--- src/pwwa_pkg.sv ---
// Shared types and constants for the paired weighted window average block.
// No dependencies; every other file of the block imports this package.
`timescale 1ns / 1ps

package pwwa_pkg;

	localparam int BIN_W     = 10;
	localparam int RATE_W    = 24;
	localparam int MEAN_W    = 24;
	localparam int DIV_STEPS = 24;
	localparam int CNT_W     = $clog2(DIV_STEPS);

	localparam logic OP_LOAD  = 1'b0;
	localparam logic OP_QUERY = 1'b1;

	localparam logic [2:0] ADDR_RANGE_FIRST = 3'd0;
	localparam logic [2:0] ADDR_RANGE_LAST  = 3'd4;

	typedef enum logic [2:0] {
		ST_IDLE,
		ST_LOAD_WR,
		ST_Q_RD_HI,
		ST_Q_RD_LO,
		ST_Q_SUB,
		ST_DIV,
		ST_OUT
	} state_t;

	typedef struct packed {
		logic cap_load;
		logic cap_query;
		logic wr;
		logic rd_hi;
		logic rd_lo;
		logic sub;
		logic div_step;
		logic out_load;
	} cmd_t;

	typedef struct packed {
		logic full;
		logic hit;
	} status_t;

endpackage

--- src/pwwa_ctrl.sv ---
// Controller state machine: sequences loads, memory reads and divisions.
// Depends on pwwa_pkg for the state, command and status types.
`timescale 1ns / 1ps

module pwwa_ctrl
	import pwwa_pkg::*;
(
	input  logic    clk,
	input  logic    arst_n,
	input  logic    in_valid,
	input  logic    operation,
	output logic    in_stall,
	output logic    out_valid,
	input  logic    out_stall,
	input  status_t st,
	output cmd_t    cmd
);

	state_t           state_q, state_nx;
	logic [CNT_W-1:0] cnt_q;
	logic             out_valid_q;
	logic             out_free;

	assign out_free = !out_valid_q || !out_stall;

	always_comb begin
		state_nx = state_q;
		unique case (state_q)
			ST_IDLE: begin
				if (in_valid) begin
					state_nx = (operation == OP_LOAD) ? ST_LOAD_WR : ST_Q_RD_HI;
				end
			end
			ST_LOAD_WR: state_nx = ST_IDLE;
			ST_Q_RD_HI: state_nx = ST_Q_RD_LO;
			ST_Q_RD_LO: state_nx = ST_Q_SUB;
			ST_Q_SUB:   state_nx = ST_DIV;
			ST_DIV: begin
				if (!st.hit || cnt_q == CNT_W'(DIV_STEPS - 1)) begin
					state_nx = ST_OUT;
				end
			end
			ST_OUT: begin
				if (out_free) begin
					state_nx = ST_IDLE;
				end
			end
			default: state_nx = ST_IDLE;
		endcase
	end

	always_comb begin
		cmd           = '0;
		cmd.cap_load  = (state_q == ST_IDLE) && in_valid && (operation == OP_LOAD);
		cmd.cap_query = (state_q == ST_IDLE) && in_valid && (operation == OP_QUERY);
		cmd.wr        = (state_q == ST_LOAD_WR) && !st.full;
		cmd.rd_hi     = (state_q == ST_Q_RD_HI);
		cmd.rd_lo     = (state_q == ST_Q_RD_LO);
		cmd.sub       = (state_q == ST_Q_SUB);
		cmd.div_step  = (state_q == ST_DIV);
		cmd.out_load  = (state_q == ST_OUT) && out_free;
	end

	always_ff @(posedge clk or negedge arst_n) begin
		if (!arst_n) begin
			state_q     <= ST_IDLE;
			cnt_q       <= '0;
			out_valid_q <= 1'b0;
		end else begin
			state_q <= state_nx;
			if (state_q == ST_DIV) begin
				cnt_q <= cnt_q + CNT_W'(1);
			end else begin
				cnt_q <= '0;
			end
			if (cmd.out_load) begin
				out_valid_q <= 1'b1;
			end else if (!out_stall) begin
				out_valid_q <= 1'b0;
			end
		end
	end

	assign in_stall  = (state_q != ST_IDLE);
	assign out_valid = out_valid_q;

endmodule

--- config.mk ---
export PLATFORM = sky130hd
export DESIGN_NAME = pwwa_ctrl
export DESIGN_NICKNAME = d
export VERILOG_FILES = /design/src/pwwa_pkg.sv /design/src/pwwa_ctrl.sv
export SDC_FILE = /design/constraint.sdc
export NUM_CORES = 1
export LEC_CHECK = 0
export BUFFER_PORTS_ARGS = -buffer_cell sky130_fd_sc_hd__buf_2
export CORE_AREA = 2 2 39 41
export CTS_CLUSTER_DIAMETER = 80
export DETAILED_ROUTE_END_ITERATION = 8
export DIE_AREA = 0 0 41 43
export SETUP_SLACK_MARGIN = 0.1
export SYNTH_ARGS = -nofsm -noshare
export SYNTH_HDL_FRONTEND = slang
export SYNTH_SLANG_ARGS = --single-unit
--- constraint.sdc ---
create_clock -name clk -period 2.5 [get_ports clk]
set_input_delay 0.5 -clock clk [delete_from_list [all_inputs] [get_ports clk]]
set_output_delay 0.5 -clock clk [all_outputs]
set_load 0.02 [all_outputs]
* After elaboration in Yosys (flattened, before gate mapping)
Cells that the tools add are included.
** Storage, ports and cells
- Flip-flop bits (word level) :: 9
- Output and inout port bits :: 10
- Logic and storage cells :: 38
** Cells by class
- Add/subtract/negate cells :: 1
- Equal/unequal tests :: 11
- Muxes and demuxes :: 8
- Bitwise logic cells :: 1
- Reductions and logical operators :: 14
** Operators with widths (count)
- 3-bit one-hot mux with 6 select lines :: 1
- 3-bit equality test (second input constant) :: 3
- 3-bit 2-to-1 mux :: 3
- 3-bit by 2-bit equality test with 1-bit output (second input constant) :: 2
- 5-bit by 1-bit adder with 5-bit output (second input constant) :: 1
- 5-bit equality test (second input constant) :: 1
- 1-bit logical AND :: 5
- 5-bit 2-to-1 mux :: 1
- 1-bit zero test :: 4
- 2-bit by 1-bit != test with 1-bit output (second input constant) :: 2
- 2-bit != test (second input constant) :: 2
- 3-bit by 1-bit equality test with 1-bit output (second input constant) :: 1
- 3-bit zero test :: 1
- 3-bit AND reduction :: 1
- 3-bit nonzero test :: 1
- 1-bit logical OR :: 2
- 1-bit 2-to-1 mux :: 2
- 2-bit 2-to-1 mux :: 1
- 1-bit inverter :: 1

* Depth between registers and ports, before layout
- Depth in word-level cells :: 4
- Depth in mapped cells :: 4
- Depth with buffers taken out :: 4

* Worst setup path after synthesis
OpenSTA, ideal clock, no wires.
- Path kind :: reg-to-output
- Start point :: register state_q[2]
- End point :: output port cmd[5] (netlist name)
- Arrival time :: 1.337 ns
- Data required time :: 2.000 ns
- Slack :: 0.663 ns
- Stages on the path, launching flop included :: 3
- Buffers on the path :: 1
- Cells stage by stage :: dfrtp_1 -> buf_6 -> nor4b_1
** RTL lines
- start: declaration :: line pwwa_ctrl.sv:19 : state_t state_q, state_nx;
- start signal: assignment :: line pwwa_ctrl.sv:70 : state_q <= state_nx;
- end: declaration :: line pwwa_ctrl.sv:16 : output cmd_t cmd

==> impl_metrics.py <==
metrics = {
    "die": {
        "die_area_mm2": 0.001763,
        "placeable_area_mm2": 0.001384,
        "num_io_pins": 17,
        "floorplan.rows": 14,
        "initial_core_util": 0.3680,
        "chipWidth_um": 41,
        "die_y_um": 43,
    },
    "clocking": {
        "cts.root.buffer_cell": "sky130_fd_sc_hd__clkbuf_4",
        "cts-hold-fix-buffers": 0,
        "clock_pin_slew_on_the_worst_setup_and_hold_paths_ns": 0.06,
        "cts_tree": "yes",
        "cts_post_setup_buffers_inserted": 0,
        "post_cts_resize_count": 0,
        "htree_levels": 1,
        "source_to_sink_clock_delay_at_the_later_pin_of_the_worst_skew_pair_ns": 0.26,
        "tritoncts.num_buffers": 3,
        "max-clock-path-buffers": 2,
        "clock-sinks": 9,
    },
    "synth": {
        "synth-compound-area-share": 0.07862,
        "dominant_combinational_cell_family_by_area_after_synthesis": "simple AND/OR/NAND/NOR gates",
        "post_synth_inst_count": 50,
        "synth.area.mux_share": 0,
        "synthDominantAreaCellType": "sky130_fd_sc_hd__dfrtp_1",
        "mappedNetlistNets": 58,
        "post_synth_main_area_contributors": "sky130_fd_sc_hd__dfrtp_1, sky130_fd_sc_hd__buf_6, sky130_fd_sc_hd__nand2_1",
        "seq_area_frac_synth": 0.4423,
        "post_synth_xor_area_fraction": 0.05160,
        "synth_area_per_cell_um2": 10.18,
        "yosysTopAreaCellShare": 0.4423,
        "synth.distinct_cells": 25,
        "mappedNetlistArea_um2": 509.2,
        "simple_gate_portion_of_the_synthesized_area": 0.3292,
        "synth-warning-count": 0,
        "yosys_register_bits": 9,
        "yosys.area_share.adder": 0.02457,
    },
    "layout": {
        "layout.filler_cells": 148,
        "area.sequential_um2": 225.2,
        "n_antenna_cell": 0,
        "syn2layout_area_growth_pct": 18.18,
        "finalCoreUtilization": 0.4349,
        "layout.cells.most_common": "sky130_fd_sc_hd__buf_2",
        "layoutNonFillerInstCount": 83,
        "area_used_by_multi_input_combinational_logic_um2": 246.5,
        "num-nets-final": 76,
        "most_frequent_cells_in_the_layout": "sky130_fd_sc_hd__buf_2, sky130_fd_sc_hd__dfrtp_1, sky130_fd_sc_hd__nand2_1",
        "drive_gt1_frac": 0.3582,
    },
    "min_path": {
        "hp-class": "primary input to asynchronous set/reset pin",
    },
    "pwr": {
        "ir_worst_vdd_mv": 0.5552,
        "cellLeakagePower_uw": 0.0003331,
        "power.density_cell_area_mw_per_mm2": 962.5,
    },
    "worst_setup_path": {
        "cp_num_buf_inv": 1,
        "slowest_stage": "sky130_fd_sc_hd__dfrtp_1",
        "critical-path-top-delay-family": "flip-flops",
        "critical_path.startpoint_type": "flip-flop",
        "critical_path.endpoint_type": "output port",
        "worst-endpoint-arrival_ns": 1.45,
        "regToRegSetupSlack_ns": 1.29,
        "crit_required_ns": 2.00,
        "worstPathMaxFanout": 13,
        "timing.critical_path.slowest_cell_delay_ns": 0.53,
        "crit_path_cell_trace": "or3_4 > nor2b_2 > buf_2",
        "worstSetupPathType": "flip-flop to output port",
    },
    "timing": {
        "relative_max_transition_margin": 0.7144,
        "finalCritPeriodShare": 0.7809,
        "setup_ws_ns": 0.5479,
        "finalSetupViolations": 0,
        "timing_hold_violations_final": 0,
        "final-max-slew-violation-count": 0,
        "timing.clock.skew_ns": 0.004418,
        "fin_crit_ns": 1.952,
        "max_frequency_ghz": 0.5123,
        "grt_setup_unrepaired": "no",
        "fin_setup_tns_ns": 0,
        "worst-slew-pin-transition_ns": 0.4284,
    },
    "flow_run": {
        "maxCapViolCount": 0,
    },
    "drt": {
        "drt_pass1_iterations": 2,
        "route.detailed.wl_per_inst_um": 10.77,
        "route.vias.total": 411,
        "detail_route.drc_violations": 0,
        "drtAntennaViolNets": 0,
        "totalWireLength_um": 894,
        "vias_per_inst": 4.952,
        "detailed_route_iter0_violations": 7,
    },
    "global_routing": {
        "global_route.usage.total": 0.1322,
        "grt-ovfl-total": 0,
        "first_global_vias": 356,
        "largest_net_degree_at_the_start_of_global_routing": 14,
        "antenna_violations_before_repair": 0,
        "first_pass_grt_wire_length_um": 1552,
    },
    "placed_design": {
        "place_ws_ns": 0.8223,
        "gpl.final_weighted_congestion": 0.6856,
        "placement.io_buffers": 16,
        "place_inst": 79,
        "place_hpwl_um": 681.6,
    },
    "status": {
        "outcome": "finished clean",
    },
}
==> worst register-to-register path, stage by stage, from the launching register on <==
cell,delay (ns)
sky130_fd_sc_hd__dfrtp_1,0.39
sky130_fd_sc_hd__ha_1,0.24
sky130_fd_sc_hd__nand4b_1,0.14
sky130_fd_sc_hd__nand3_2,0.08
sky130_fd_sc_hd__a221oi_1,0.25
==> path summary, 6_finish.rpt <==
check                           startpoint          to  depth (start not counted)
worst max register to register    cnt_q[0]  state_q[0]                          4
worst min-delay path                arst_n    cnt_q[1]                          1
worst min register to register    cnt_q[0]    cnt_q[0]                          1
worst max-delay path            state_q[2]      cmd[7]                          3
min in group clk                  cnt_q[0]    cnt_q[0]                          1
max in group asynchronous           arst_n  state_q[2]                          1
==> logic make-up (layout without fill, tap and decap cells) <==
group,Yosys count,count (layout)
compound gates,6,6
buf+inv,4,21
simple gates,27,27
fa+ha+maj,1,1
flops,9,9
xor+xnor,3,3
==> layout make-up <==
class / instances / area share
clock buffer: 4 / 0.04366
inverter: 1 / 0.006237
multi-input combinational: 37 / 0.4096
sequential: 9 / 0.3742
tap: 16 / 0.03326
timing repair buffer: 16 / 0.1331
==> metrics by stage <==
stage | hold WS (ns) | area (µm²) | total power, µW
after floorplan | 0.2044 | 509.2 | 443.6
after global placement | 0.3612 | 575.6 | 467.4
after detailed placement | 0.3620 | 575.6 | 475.9
after CTS | 0.08064 | 601.8 | 588.7
after global routing | 0.08946 | 601.8 | 620.1
final | 0.07863 | 601.8 | 579.3
==> registers in the layout, indices dropped and copies added, names as in the netlist <==
register and count:
out_valid 1, cnt_q 5, state_q 3
==> power breakdown <==
group | leakage (µW) | internal [µW] | switching (µW) | total [µW]
Sequential | 0.000121 | 175 | 65.5 | 240
Combinational | 0.000197 | 101 | 126 | 227
Clock | 0.0000150 | 61.5 | 50.0 | 111
Total | 0.000333 | 338 | 242 | 579
==> layer usage <==
metal	wire length (µm)	share of wire	global-route usage
met5	0	0	0
met4	6	0.0067	0.04000
met3	48	0.054	0.06283
met2	441	0.49	0.1719
met1	397	0.44	0.1913
==> synth_stat cells, drive strengths merged <==
cell type  instances
ha                 1
nor4b              1
nand2              6
nor3b              1
xor2               2
nor2               6
nor2b              4
nand3              3
a21o               1
nor3               2
xnor2              1
and2               1
inv                1
nand4b             1
dfrtp              9
buf                3
a21oi              2
a221oi             1
a211o              1
or3                1
nand3b             1
o21ai              1
Note: power is estimated with default switching activity, not from simulation.
